**config.mk**
```make
export PLATFORM = sky130hd
export DESIGN_NAME = box_subtract_split_core_flat
export DESIGN_NICKNAME = d
export VERILOG_FILES = /design/src/design/bss_pkg.sv /design/src/design/bss_item_if.sv /design/src/design/bss_piece_if.sv /design/src/design/bss_decode.sv /design/src/design/box_subtract_split_core.sv /design/src/flat_wrapper.sv
export SDC_FILE = /design/constraint.sdc
export NUM_CORES = 1
export LEC_CHECK = 0
export BUFFER_PORTS_ARGS = -buffer_cell sky130_fd_sc_hd__buf_2
export CORE_MARGIN = 2
export CORE_UTILIZATION = 55
export CTS_BUF_LIST = sky130_fd_sc_hd__clkbuf_8
export CTS_CLUSTER_DIAMETER = 30
export DETAILED_ROUTE_END_ITERATION = 8
export GPL_ROUTABILITY_DRIVEN = 0
export PLACE_DENSITY = 0.78
export SLEW_MARGIN = 20
export SYNTH_ARGS = -nofsm -noshare
export SYNTH_HDL_FRONTEND = slang
export SYNTH_SLANG_ARGS = --single-unit
```
**constraint.sdc**
```tcl
create_clock -name clk -period 8.15 [get_ports clk]
set_clock_uncertainty 0.1 [all_clocks]
set_input_delay 0 -clock clk [delete_from_list [all_inputs] [get_ports clk]]
set_output_delay 0 -clock clk [all_outputs]
set_load 0.02 [all_outputs]
```
**src/design/bss_pkg.sv**
```systemverilog
// Shared types, piece codes and the slab corner helper for the box subtract split block.
`default_nettype none

package bss_pkg;

    typedef logic [7:0] coord_t;

    // Decoded bounds of one box, index 0 is x, 1 is y, 2 is z.
    typedef struct packed {
        coord_t [2:0] lo;
        coord_t [2:0] hi;
    } bounds_t;

    // Stored form of a box: first corner and the inverted far corner.
    typedef struct packed {
        logic [23:0] first;
        logic [23:0] second;
    } corners_t;

    typedef enum logic [2:0] {
        KIND_LEFT   = 3'd0,
        KIND_BELOW  = 3'd1,
        KIND_BEHIND = 3'd2,
        KIND_RIGHT  = 3'd3,
        KIND_ABOVE  = 3'd4,
        KIND_FRONT  = 3'd5,
        KIND_INNER  = 3'd6
    } piece_kind_t;

    localparam int unsigned NUM_KINDS = 7;
    localparam coord_t BYTE_MAX = 8'hFF;

    // Builds the stored corners of a default-oriented slab from its near and far corners.
    function automatic corners_t make_slab(
        input coord_t nx,
        input coord_t ny,
        input coord_t nz,
        input coord_t fx,
        input coord_t fy,
        input coord_t fz
    );
        corners_t c;
        c.first  = {nz, ny, nx};
        c.second = {BYTE_MAX - fz, BYTE_MAX - fy, BYTE_MAX - fx};
        return c;
    endfunction

endpackage

`default_nettype wire

```
**src/design/bss_item_if.sv**
```systemverilog
// Request channel carrying one pair of encoded boxes.
`default_nettype none

interface bss_item_if;
    logic        valid;
    logic        ready;
    logic [23:0] outer_first_corner;
    logic [23:0] outer_second_corner;
    logic [15:0] outer_material;
    logic [23:0] inner_first_corner;
    logic [23:0] inner_second_corner;
    logic [15:0] inner_material;

    modport source (
        output valid,
        output outer_first_corner,
        output outer_second_corner,
        output outer_material,
        output inner_first_corner,
        output inner_second_corner,
        output inner_material,
        input  ready
    );

    modport sink (
        input  valid,
        input  outer_first_corner,
        input  outer_second_corner,
        input  outer_material,
        input  inner_first_corner,
        input  inner_second_corner,
        input  inner_material,
        output ready
    );
endinterface

`default_nettype wire

```
**src/design/bss_piece_if.sv**
```systemverilog
// Request channel carrying one result box of a split.
`default_nettype none

interface bss_piece_if;
    logic        valid;
    logic        ready;
    logic [2:0]  piece_kind;
    logic [23:0] piece_first_corner;
    logic [23:0] piece_second_corner;
    logic [15:0] piece_material;
    logic        last_piece;

    modport source (
        output valid,
        output piece_kind,
        output piece_first_corner,
        output piece_second_corner,
        output piece_material,
        output last_piece,
        input  ready
    );

    modport sink (
        input  valid,
        input  piece_kind,
        input  piece_first_corner,
        input  piece_second_corner,
        input  piece_material,
        input  last_piece,
        output ready
    );
endinterface

`default_nettype wire

```
**src/design/bss_decode.sv**
```systemverilog
// Decodes a stored box into per-axis minimum and maximum coordinates.
`default_nettype none

module bss_decode
    import bss_pkg::*;
(
    input  wire logic [23:0] first,
    input  wire logic [23:0] second,
    output bounds_t          bounds
);

    always_comb
    begin
        coord_t p;
        coord_t q;
        for (int a = 0; a < 3; a++)
        begin
            p = first[8*a +: 8];
            q = BYTE_MAX - second[8*a +: 8];
            if (p < q)
            begin
                bounds.lo[a] = p;
                bounds.hi[a] = q;
            end
            else
            begin
                bounds.lo[a] = q;
                bounds.hi[a] = p;
            end
        end
    end

endmodule

`default_nettype wire

```
**src/design/box_subtract_split_core.sv**
```systemverilog
// Top level of the box subtract split block: splits an outer box around an inner box.
//
// Usage: a request on the item channel carries two encoded boxes (outer and
// inner). For each request the block sends, on the piece channel, up to six
// slabs of the outer material (left, below, behind, right, above, front, in
// that order, each only where its bounds differ) and then the inner box
// unchanged with last_piece set.
// The request is decoded into the work register when it is accepted; its pieces
// then move in turn to the piece register, which drives the piece channel.
// Throughput: one piece per cycle unless the receiver stalls; a request gives
// one to seven pieces, by how many slabs it yields. The work register releases
// the request on the cycle its final piece moves to the piece register, so
// the next request is taken in that same cycle and pieces flow without gaps.
// Reset clears the work register's pending mask and the piece valid flag;
// no payload is cleared. When the receiver stalls, the piece register holds
// its contents; the work register takes at most one more request and then
// waits, so the item channel stalls as well.
`default_nettype none

module box_subtract_split_core
    import bss_pkg::*;
(
    input  wire logic  clk,
    input  wire logic  rst_n,
    bss_item_if.sink   item,
    bss_piece_if.source piece
);

    // Decoded view of the incoming request.
    bounds_t outer_dec;
    bounds_t inner_dec;

    bss_decode u_outer_decode (
        .first  (item.outer_first_corner),
        .second (item.outer_second_corner),
        .bounds (outer_dec)
    );

    bss_decode u_inner_decode (
        .first  (item.inner_first_corner),
        .second (item.inner_second_corner),
        .bounds (inner_dec)
    );

    // Work register: one request with a mask of the pieces still to send.
    bounds_t                 ob_reg;
    bounds_t                 ib_reg;
    logic [23:0]             inner_first_reg;
    logic [23:0]             inner_second_reg;
    logic [15:0]             omat_reg;
    logic [15:0]             imat_reg;
    logic [NUM_KINDS-1:0]    pend_reg;
    logic [NUM_KINDS-1:0]    pend_next;

    // Piece register feeding the output channel.
    logic                    out_valid_reg;
    logic                    out_valid_next;
    piece_kind_t             kind_reg;
    logic [23:0]             first_reg;
    logic [23:0]             second_reg;
    logic [15:0]             mat_reg;
    logic                    last_reg;

    logic                    load_en;
    logic                    fire;
    logic                    accept;
    logic [NUM_KINDS-1:0]    pick;
    logic [NUM_KINDS-1:0]    pend_left;
    logic [NUM_KINDS-1:0]    new_mask;
    piece_kind_t             kind_sel;
    corners_t                corners_sel;
    logic [15:0]             mat_sel;
    logic                    last_sel;

    // The piece register can take a new piece when it is empty or being drained.
    assign load_en   = !out_valid_reg || piece.ready;
    assign pick      = pend_reg & (~pend_reg + NUM_KINDS'(1));
    assign fire      = load_en && (pend_reg != '0);
    assign pend_left = pend_reg & ~pick;

    // A new request enters when the work register is free or frees up now.
    assign item.ready = (pend_reg == '0) || (fire && (pend_left == '0));
    assign accept     = item.valid && item.ready;

    // One bit per piece kind; the inner remainder is always sent.
    assign new_mask = {
        1'b1,
        inner_dec.hi[2] != outer_dec.hi[2],
        inner_dec.hi[1] != outer_dec.hi[1],
        inner_dec.hi[0] != outer_dec.hi[0],
        outer_dec.lo[2] != inner_dec.lo[2],
        outer_dec.lo[1] != inner_dec.lo[1],
        outer_dec.lo[0] != inner_dec.lo[0]
    };

    always_comb
    begin
        if (accept)
        begin
            pend_next = new_mask;
        end
        else if (fire)
        begin
            pend_next = pend_left;
        end
        else
        begin
            pend_next = pend_reg;
        end
    end

    // Turn the lowest pending bit into a piece kind.
    always_comb
    begin
        case (pick)
            7'b0000001: kind_sel = KIND_LEFT;
            7'b0000010: kind_sel = KIND_BELOW;
            7'b0000100: kind_sel = KIND_BEHIND;
            7'b0001000: kind_sel = KIND_RIGHT;
            7'b0010000: kind_sel = KIND_ABOVE;
            7'b0100000: kind_sel = KIND_FRONT;
            default:    kind_sel = KIND_INNER;
        endcase
    end

    // Corners of the selected piece. Slabs are built from near and far
    // corners; the inner remainder keeps its stored corners as given.
    always_comb
    begin
        mat_sel  = omat_reg;
        last_sel = 1'b0;
        case (kind_sel)
            KIND_LEFT:
                corners_sel = make_slab(ob_reg.lo[0], ob_reg.lo[1], ob_reg.lo[2],
                                        ib_reg.lo[0], ob_reg.hi[1], ob_reg.hi[2]);
            KIND_BELOW:
                corners_sel = make_slab(ib_reg.lo[0], ob_reg.lo[1], ob_reg.lo[2],
                                        ib_reg.hi[0], ib_reg.lo[1], ob_reg.hi[2]);
            KIND_BEHIND:
                corners_sel = make_slab(ib_reg.lo[0], ib_reg.lo[1], ob_reg.lo[2],
                                        ib_reg.hi[0], ib_reg.hi[1], ib_reg.lo[2]);
            KIND_RIGHT:
                corners_sel = make_slab(ib_reg.hi[0], ob_reg.lo[1], ob_reg.lo[2],
                                        ob_reg.hi[0], ob_reg.hi[1], ob_reg.hi[2]);
            KIND_ABOVE:
                corners_sel = make_slab(ib_reg.lo[0], ib_reg.hi[1], ob_reg.lo[2],
                                        ib_reg.hi[0], ob_reg.hi[1], ob_reg.hi[2]);
            KIND_FRONT:
                corners_sel = make_slab(ib_reg.lo[0], ib_reg.lo[1], ib_reg.hi[2],
                                        ib_reg.hi[0], ib_reg.hi[1], ob_reg.hi[2]);
            default:
            begin
                corners_sel.first  = inner_first_reg;
                corners_sel.second = inner_second_reg;
                mat_sel            = imat_reg;
                last_sel           = 1'b1;
            end
        endcase
    end

    always_comb
    begin
        if (load_en)
        begin
            out_valid_next = fire;
        end
        else
        begin
            out_valid_next = out_valid_reg;
        end
    end

    // Control state.
    always_ff @(posedge clk or negedge rst_n)
    begin
        if (!rst_n)
        begin
            pend_reg      <= '0;
            out_valid_reg <= 1'b0;
        end
        else
        begin
            pend_reg      <= pend_next;
            out_valid_reg <= out_valid_next;
        end
    end

    // Work register payload.
    always_ff @(posedge clk)
    begin
        if (accept)
        begin
            ob_reg           <= outer_dec;
            ib_reg           <= inner_dec;
            inner_first_reg  <= item.inner_first_corner;
            inner_second_reg <= item.inner_second_corner;
            omat_reg         <= item.outer_material;
            imat_reg         <= item.inner_material;
        end
    end

    // Piece register payload.
    always_ff @(posedge clk)
    begin
        if (fire)
        begin
            kind_reg   <= kind_sel;
            first_reg  <= corners_sel.first;
            second_reg <= corners_sel.second;
            mat_reg    <= mat_sel;
            last_reg   <= last_sel;
        end
    end

    assign piece.valid               = out_valid_reg;
    assign piece.piece_kind          = kind_reg;
    assign piece.piece_first_corner  = first_reg;
    assign piece.piece_second_corner = second_reg;
    assign piece.piece_material      = mat_reg;
    assign piece.last_piece          = last_reg;

endmodule

`default_nettype wire
```
**src/flat_wrapper.sv**
```systemverilog
// flat-port wrapper written by rule: the top's interface ports become plain ports
module box_subtract_split_core_flat import bss_pkg::*;
  (clk, rst_n, item_valid, item_outer_first_corner, item_outer_second_corner, item_outer_material, item_inner_first_corner, item_inner_second_corner, item_inner_material, item_ready, piece_valid, piece_piece_kind, piece_piece_first_corner, piece_piece_second_corner, piece_piece_material, piece_last_piece, piece_ready);
  bss_item_if item_i ();
  bss_piece_if piece_i ();
  input  wire logic clk;
  input  wire logic rst_n;
  input wire logic [$bits(item_i.valid)-1:0] item_valid;
  input wire logic [$bits(item_i.outer_first_corner)-1:0] item_outer_first_corner;
  input wire logic [$bits(item_i.outer_second_corner)-1:0] item_outer_second_corner;
  input wire logic [$bits(item_i.outer_material)-1:0] item_outer_material;
  input wire logic [$bits(item_i.inner_first_corner)-1:0] item_inner_first_corner;
  input wire logic [$bits(item_i.inner_second_corner)-1:0] item_inner_second_corner;
  input wire logic [$bits(item_i.inner_material)-1:0] item_inner_material;
  output wire logic [$bits(item_i.ready)-1:0] item_ready;
  output wire logic [$bits(piece_i.valid)-1:0] piece_valid;
  output wire logic [$bits(piece_i.piece_kind)-1:0] piece_piece_kind;
  output wire logic [$bits(piece_i.piece_first_corner)-1:0] piece_piece_first_corner;
  output wire logic [$bits(piece_i.piece_second_corner)-1:0] piece_piece_second_corner;
  output wire logic [$bits(piece_i.piece_material)-1:0] piece_piece_material;
  output wire logic [$bits(piece_i.last_piece)-1:0] piece_last_piece;
  input wire logic [$bits(piece_i.ready)-1:0] piece_ready;
  assign item_i.valid = item_valid;
  assign item_i.outer_first_corner = item_outer_first_corner;
  assign item_i.outer_second_corner = item_outer_second_corner;
  assign item_i.outer_material = item_outer_material;
  assign item_i.inner_first_corner = item_inner_first_corner;
  assign item_i.inner_second_corner = item_inner_second_corner;
  assign item_i.inner_material = item_inner_material;
  assign item_ready = item_i.ready;
  assign piece_valid = piece_i.valid;
  assign piece_piece_kind = piece_i.piece_kind;
  assign piece_piece_first_corner = piece_i.piece_first_corner;
  assign piece_piece_second_corner = piece_i.piece_second_corner;
  assign piece_piece_material = piece_i.piece_material;
  assign piece_last_piece = piece_i.last_piece;
  assign piece_i.ready = piece_ready;
  box_subtract_split_core u_core (.clk(clk), .rst_n(rst_n), .item(item_i), .piece(piece_i));
endmodule
```
Word-level counts from Yosys, hierarchy flattened. Cells that the tools add are included.

Add/subtract/negate cells: 15. Multipliers: 0. Divide/modulo/power cells: 0. Order comparisons: 6. Equal/unequal tests: 17. Shifts and indexed selects: 0. Multiplexer cells: 18. Bitwise operators: 4. Reductions and logical operators: 12.

Operators with widths (count): $pmux 48 s6 (1); $sub 8x8->8 const A (14); $mux 8 (12); $lt 8x8->1 (6); $ne 8x8->1 (6); $pmux 3 s6 (1); $mux 16 (1); $and 7x7->7 (2); $logic_not 7->1 (2); $mux 7 (2); $not 7->7 (2); $add 7x1->7 const B (1); $eq 7x1->1 const B (1); $eq 7x2->1 const B (1); $eq 7x3->1 const B (1); $eq 7x4->1 const B (1); $eq 7x5->1 const B (1); $eq 7x6->1 const B (1); $reduce_bool 7->1 (1); $eq 3x2->1 const B (2); $eq 3x3->1 const B (2); $reduce_or 6->1 (1); $eq 3x1->1 const B (1); $logic_and 1x1->1 (3); 5 further kinds (6).

Register bits after elaboration: 252. Bits in latches: 0. Memory bits (writable): 0. Bits in read-only memories: 0. Input bits: 132. Output and inout bits: 70. Logic and storage cells: 95. Memories kept: 0.

Logic depth before layout (Yosys ltp).
Depth after elaboration: 10. Gate-level depth with buffers: 13. Gate-level depth less buffers: 11.

Hierarchy. Synthesis repeated with hierarchy kept, for this count alone.

Cells, all modules: 863. Area, all modules: 12022.8 µm².

Modules (own cells, without submodules): box_subtract_split_core (times used 1, cells an instance 605, area each 9815.7 µm², sequential area each 7527.2 µm²); bss_decode (times used 2, cells an instance 129, area each 1103.6 µm², sequential area each 0.0 µm²).

Worst setup path before layout. Ideal clock, no wire load.

Kind: reg-to-reg. Start point: register u_core.pend_reg[2]. End point: register u_core.pend_reg[2]. Setup time: 0.097 ns. Data arrival time: 7.059 ns. Required time: 7.953 ns. Setup slack: 0.894 ns. Cell stages (with the launch flop): 9. Buffers on the path: 2. Period minus slack after synthesis: 7.256 ns. Path through: dfrtp_1 > clkbuf_1 > nor4_2 > nand2_1 > a211oi_1 > a21o_1 > and2_1 > clkbuf_1 > a22o_1.

Longest elaborated chain between the ends: 10. Elaborated cells between the ends (all ways): 15. Those cells by class: add/sub: 1; mux: 2; bitwise: 4; reduce/logical: 8.

RTL lines: from (decl) (line box_subtract_split_core.sv:52) `logic [NUM_KINDS-1:0] pend_reg;`; from (signal assigned) (line box_subtract_split_core.sv:183) `pend_reg <= pend_next;`; $not 7->7 (line box_subtract_split_core.sv:77) `assign pick = pend_reg & (~pend_reg + NUM_KINDS'(1));`; $add 7x1->7 (line box_subtract_split_core.sv:77); $and 7x7->7 (line box_subtract_split_core.sv:77); $not 7->7 (line box_subtract_split_core.sv:79) `assign pend_left = pend_reg & ~pick;`; $and 7x7->7 (line box_subtract_split_core.sv:79); $logic_not 7->1 (line box_subtract_split_core.sv:82) `assign item.ready = (pend_reg == '0) || (fire && (pend_left == '0));`; $logic_and 1x1->1 (line box_subtract_split_core.sv:82); $logic_or 1x1->1 * (line box_subtract_split_core.sv:82); named net item_ready (line flat_wrapper.sv:15) `output wire logic [$bits(item_i.ready)-1:0] item_ready;`; $logic_and 1x1->1 * (line box_subtract_split_core.sv:83) `assign accept = item.valid && item.ready;`; named net u_core.accept (line box_subtract_split_core.sv:66) `logic accept;`; $mux 7 or $reduce_bool 2->1 (tied branches).

Mark *: on every way through the listed nets, which the timed path passes. The rest lies on a longest branch. The select of a mux whose other input is x is not followed. A chain may end at the register's enable or synchronous reset.

==> results.md <==
* Die Y-Extent at 151 um
* CP required at 8.35 ns
* Switching power at 2.17 mW
* Max stage delay on crit path at 0.85 ns
* # H-tree levels at 2
* DR vias/cell at 5.50
* Synth area leaders: edfxtp_1 (62%), mux2i_1 (5.1%), ha_1 (4.6%), xnor2_1 (2.8%), inv_1 (2.7%)
* Cells after Synth at 905
* I/O Pins at 202
* Run status: complete, no violations
* Most frequent cell after synthesis: edfxtp_1
* Register area at 0.00753 mm^2
* Crit path time final at 4.81 ns
* DRC at 0
* Core area at 0.0210 mm^2
* Largest vdd supply drop at 0.246 mV
* Final ANT Viol Nets at 0
* Pint at 3.54 mW
* Final Hold Viols at 0
* Worst path slowest cell: a21o_2
* Critical path startpoint category: flip-flop
* DR vias at 8798
* RSZ-0062 raised after global routing: false
* GRT Util Overall at 0.265
* CTS buffer count at 45
* TNS Setup at 0 ns
* Async set-reset flop share out of synthesis at 0.0317
* #FFs+latches synth at 252
* TritonCTS clock tree: done
* Yosys top cell by area: edfxtp_1
* Max_cap viols at 0
* Vias in the first global route at 8910
* Largest net degree at the start of global routing at 88
* Max clock buf depth at 3
* Crit. End Element: flip-flop
* Synth Cell Area at 0.0118 mm^2
* Synthesized Nets at 1080
* Avg Inst Size Synth at 13.0 um^2
* Total Wirelength at 30300 um
* Post-synth EDFFs at 244
* First-pass GRT wire length at 45800 um
* Ys flop type: edfxtp_1
* Register area share after synthesis at 0.637
* Setup violations, final at 0
* Commonest cells in the netlist: edfxtp_1 (244), inv_1 (84), nor2_1 (68)
* Postcts setup bufs at 0
* Hold Crit Start: item_inner_material[8]
* Worst EP arrival at 5.01 ns
* Synth top area share at 0.621
* Sw Ratio at 0.379
* Share of layout cells above drive strength 1 at 0.239
* DP Wirelength at 18800 um
* CP Class: reg2reg
* Initial Util at 0.562
* Warnings, synthesis at 0
* Fmax at 208 MHz
* IO buf count at 201
* Hold crit path type: in2reg
* Multi-input logic area at 0.00385 mm^2
* Clk pin slew, worst setup/hold paths at 0.07 ns
* Die ar. at 0.0227 mm^2
* 1st-pass router iterations at 6
* Global route total overflow at 0
* Later-pin clock latency in the skew report at 0.55 ns
* Worst slew pin tran at 1.14 ns
* Fillers at 1372
* Netlist cell types at 52
* Area growth, synth to finish at 32.8%
* Flop pwr share at 0.385
* DR iter-0 viols at 730
* Std-Cell Rows at 53
* Slew Viols, Final at 0
* Total power draw at 5.71 mW
* P_leak at 6.49 nW
* Worst rel slew slack at 0.237
* Root Buffer: clkbuf_8
* Worst-path fanout max at 52
* Drt wl/cell at 18.9 um
* Share of power burned in the clock network at 0.219
* Nets at 1464
* Final worst-path cycle share at 0.591
* RR Startpoint: u_core.pend_reg[2]$_DFFE_PN0P_
* Hold buffer count at cts at 156
* Post-CTS Resized at 0
* Logic pwr share at 0.396
* Cell Chain, Critical Path: nor4_2, nor2b_1, inv_2, ha_1, o31ai_1, a21o_2, buf_4, o21ai_0, o22a_1
* Setup crit start: u_core.pend_reg[2]$_DFFE_PN0P_
* Initial antenna violation count at 1
* Die width at 151 um
* CTS Sinks at 252
* Power Density at 364 mW/mm^2
[final cells by class]
| cell class | instances | area share |
|---|---|---|
| diodes | 3 | 0.000479 |
| clock buffers | 49 | 0.0430 |
| clock inverters | 32 | 0.0183 |
| inverters | 90 | 0.0215 |
| multi-input cells | 534 | 0.245 |
| flip-flops and latches | 252 | 0.480 |
| well taps | 275 | 0.0219 |
| repair buffers | 366 | 0.169 |
[final timing paths]
check / to / slack (ns) / depth (start not counted)
max: u_core.piece.piece_second_corner[13]$_DFFE_PP_ / 3.34 / 9
min: u_core.imat_reg[8]$_DFFE_PP_ / 0.06 / 2
max reg2reg: u_core.piece.piece_second_corner[13]$_DFFE_PP_ / 3.34 / 9
min reg2reg: u_core.piece.piece_material[1]$_DFFE_PP_ / 0.41 / 2
max in group asynchronous: u_core.pend_reg[4]$_DFFE_PN0P_ / 7.33 / 3
min in group asynchronous: u_core.pend_reg[3]$_DFFE_PN0P_ / 0.35 / 3
[placed cells by master, fill, tap and decap left out, types with 4 or more instances in the layout]
master	n
nand4_1	13
mux2_2	17
inv_2	6
buf_4	8
dlygate4sd3_1	156
clkinv_1	8
a21oi_1	55
nor3_2	4
o221ai_1	8
a22oi_1	8
o22ai_1	16
nand3_1	7
nor2_1	68
nand2b_1	4
a222oi_1	16
dfrtp_1	8
xor2_1	10
a221oi_1	4
bufinv_16	5
xnor2_1	38
clkinv_2	9
o21a_1	8
buf_2	201
nor4_1	5
nand2_1	67
o21ai_1	17
mux2i_1	60
nor3_1	6
inv_1	89
clkbuf_8	49
edfxtp_1	244
o22a_1	8
ha_1	43
o21ai_0	18
[through the flow]
| step | cells | cell area, um^2 | worst slack [ns] | hold slack [ns] | util |
|---|---|---|---|---|---|
| detailed placement | 1360 | 13100 | 3.40 | -0.253 | 0.624 |
| global placement | 1360 | 13100 | 3.77 | -0.254 | 0.624 |
| floorplan | 905 | 11800 | 0.894 | -0.396 | - |
| global route | 1599 | 15700 | 3.02 | 0.0395 | 0.746 |
| finish | 1601 | 15700 | 3.34 | 0.0556 | 0.746 |
| CTS | 1597 | 15600 | 3.41 | 0.0364 | 0.744 |
[logic make-up after synthesis]
group | after synthesis | share of synthesized area
adder cells (fa/ha/maj) | 44 | 0.0464
buffers and inverters | 119 | 0.0385
AO/OA/AOI/OAI | 178 | 0.102
XOR/XNOR | 48 | 0.0356
AND/OR/NAND/NOR | 185 | 0.0700
flip-flops | 252 | 0.637
multiplexers | 79 | 0.0699
[per-layer routing]
layer	part of all wire	GRT usage	up-vias
met5	0	0	-
met4	0.030	0.114	0
met3	0.076	0.0539	73
met2	0.50	0.453	403
met1	0.39	0.329	4166
li1	-	-	4156
[power by group through the flow]
stage | registers [mW] | logic, mW | clock network (mW)
after floorplan | 2.48 | 1.27 | 0
after global placement | 2.22 | 2.06 | 0
after detailed placement | 2.22 | 2.13 | 0
after CTS | 2.20 | 2.21 | 1.26
after global routing | 2.23 | 2.46 | 1.32
final | 2.20 | 2.26 | 1.25
[critical path, delay by kind of cell (launching register included)]
family / cells / cell delay, ns
compound gates: 4 / 1.96
simple gates: 2 / 1.05
buf+inv: 2 / 0.73
flops: 1 / 0.46
fa+ha+maj: 1 / 0.25
Power figures use the tool's default switching activity.
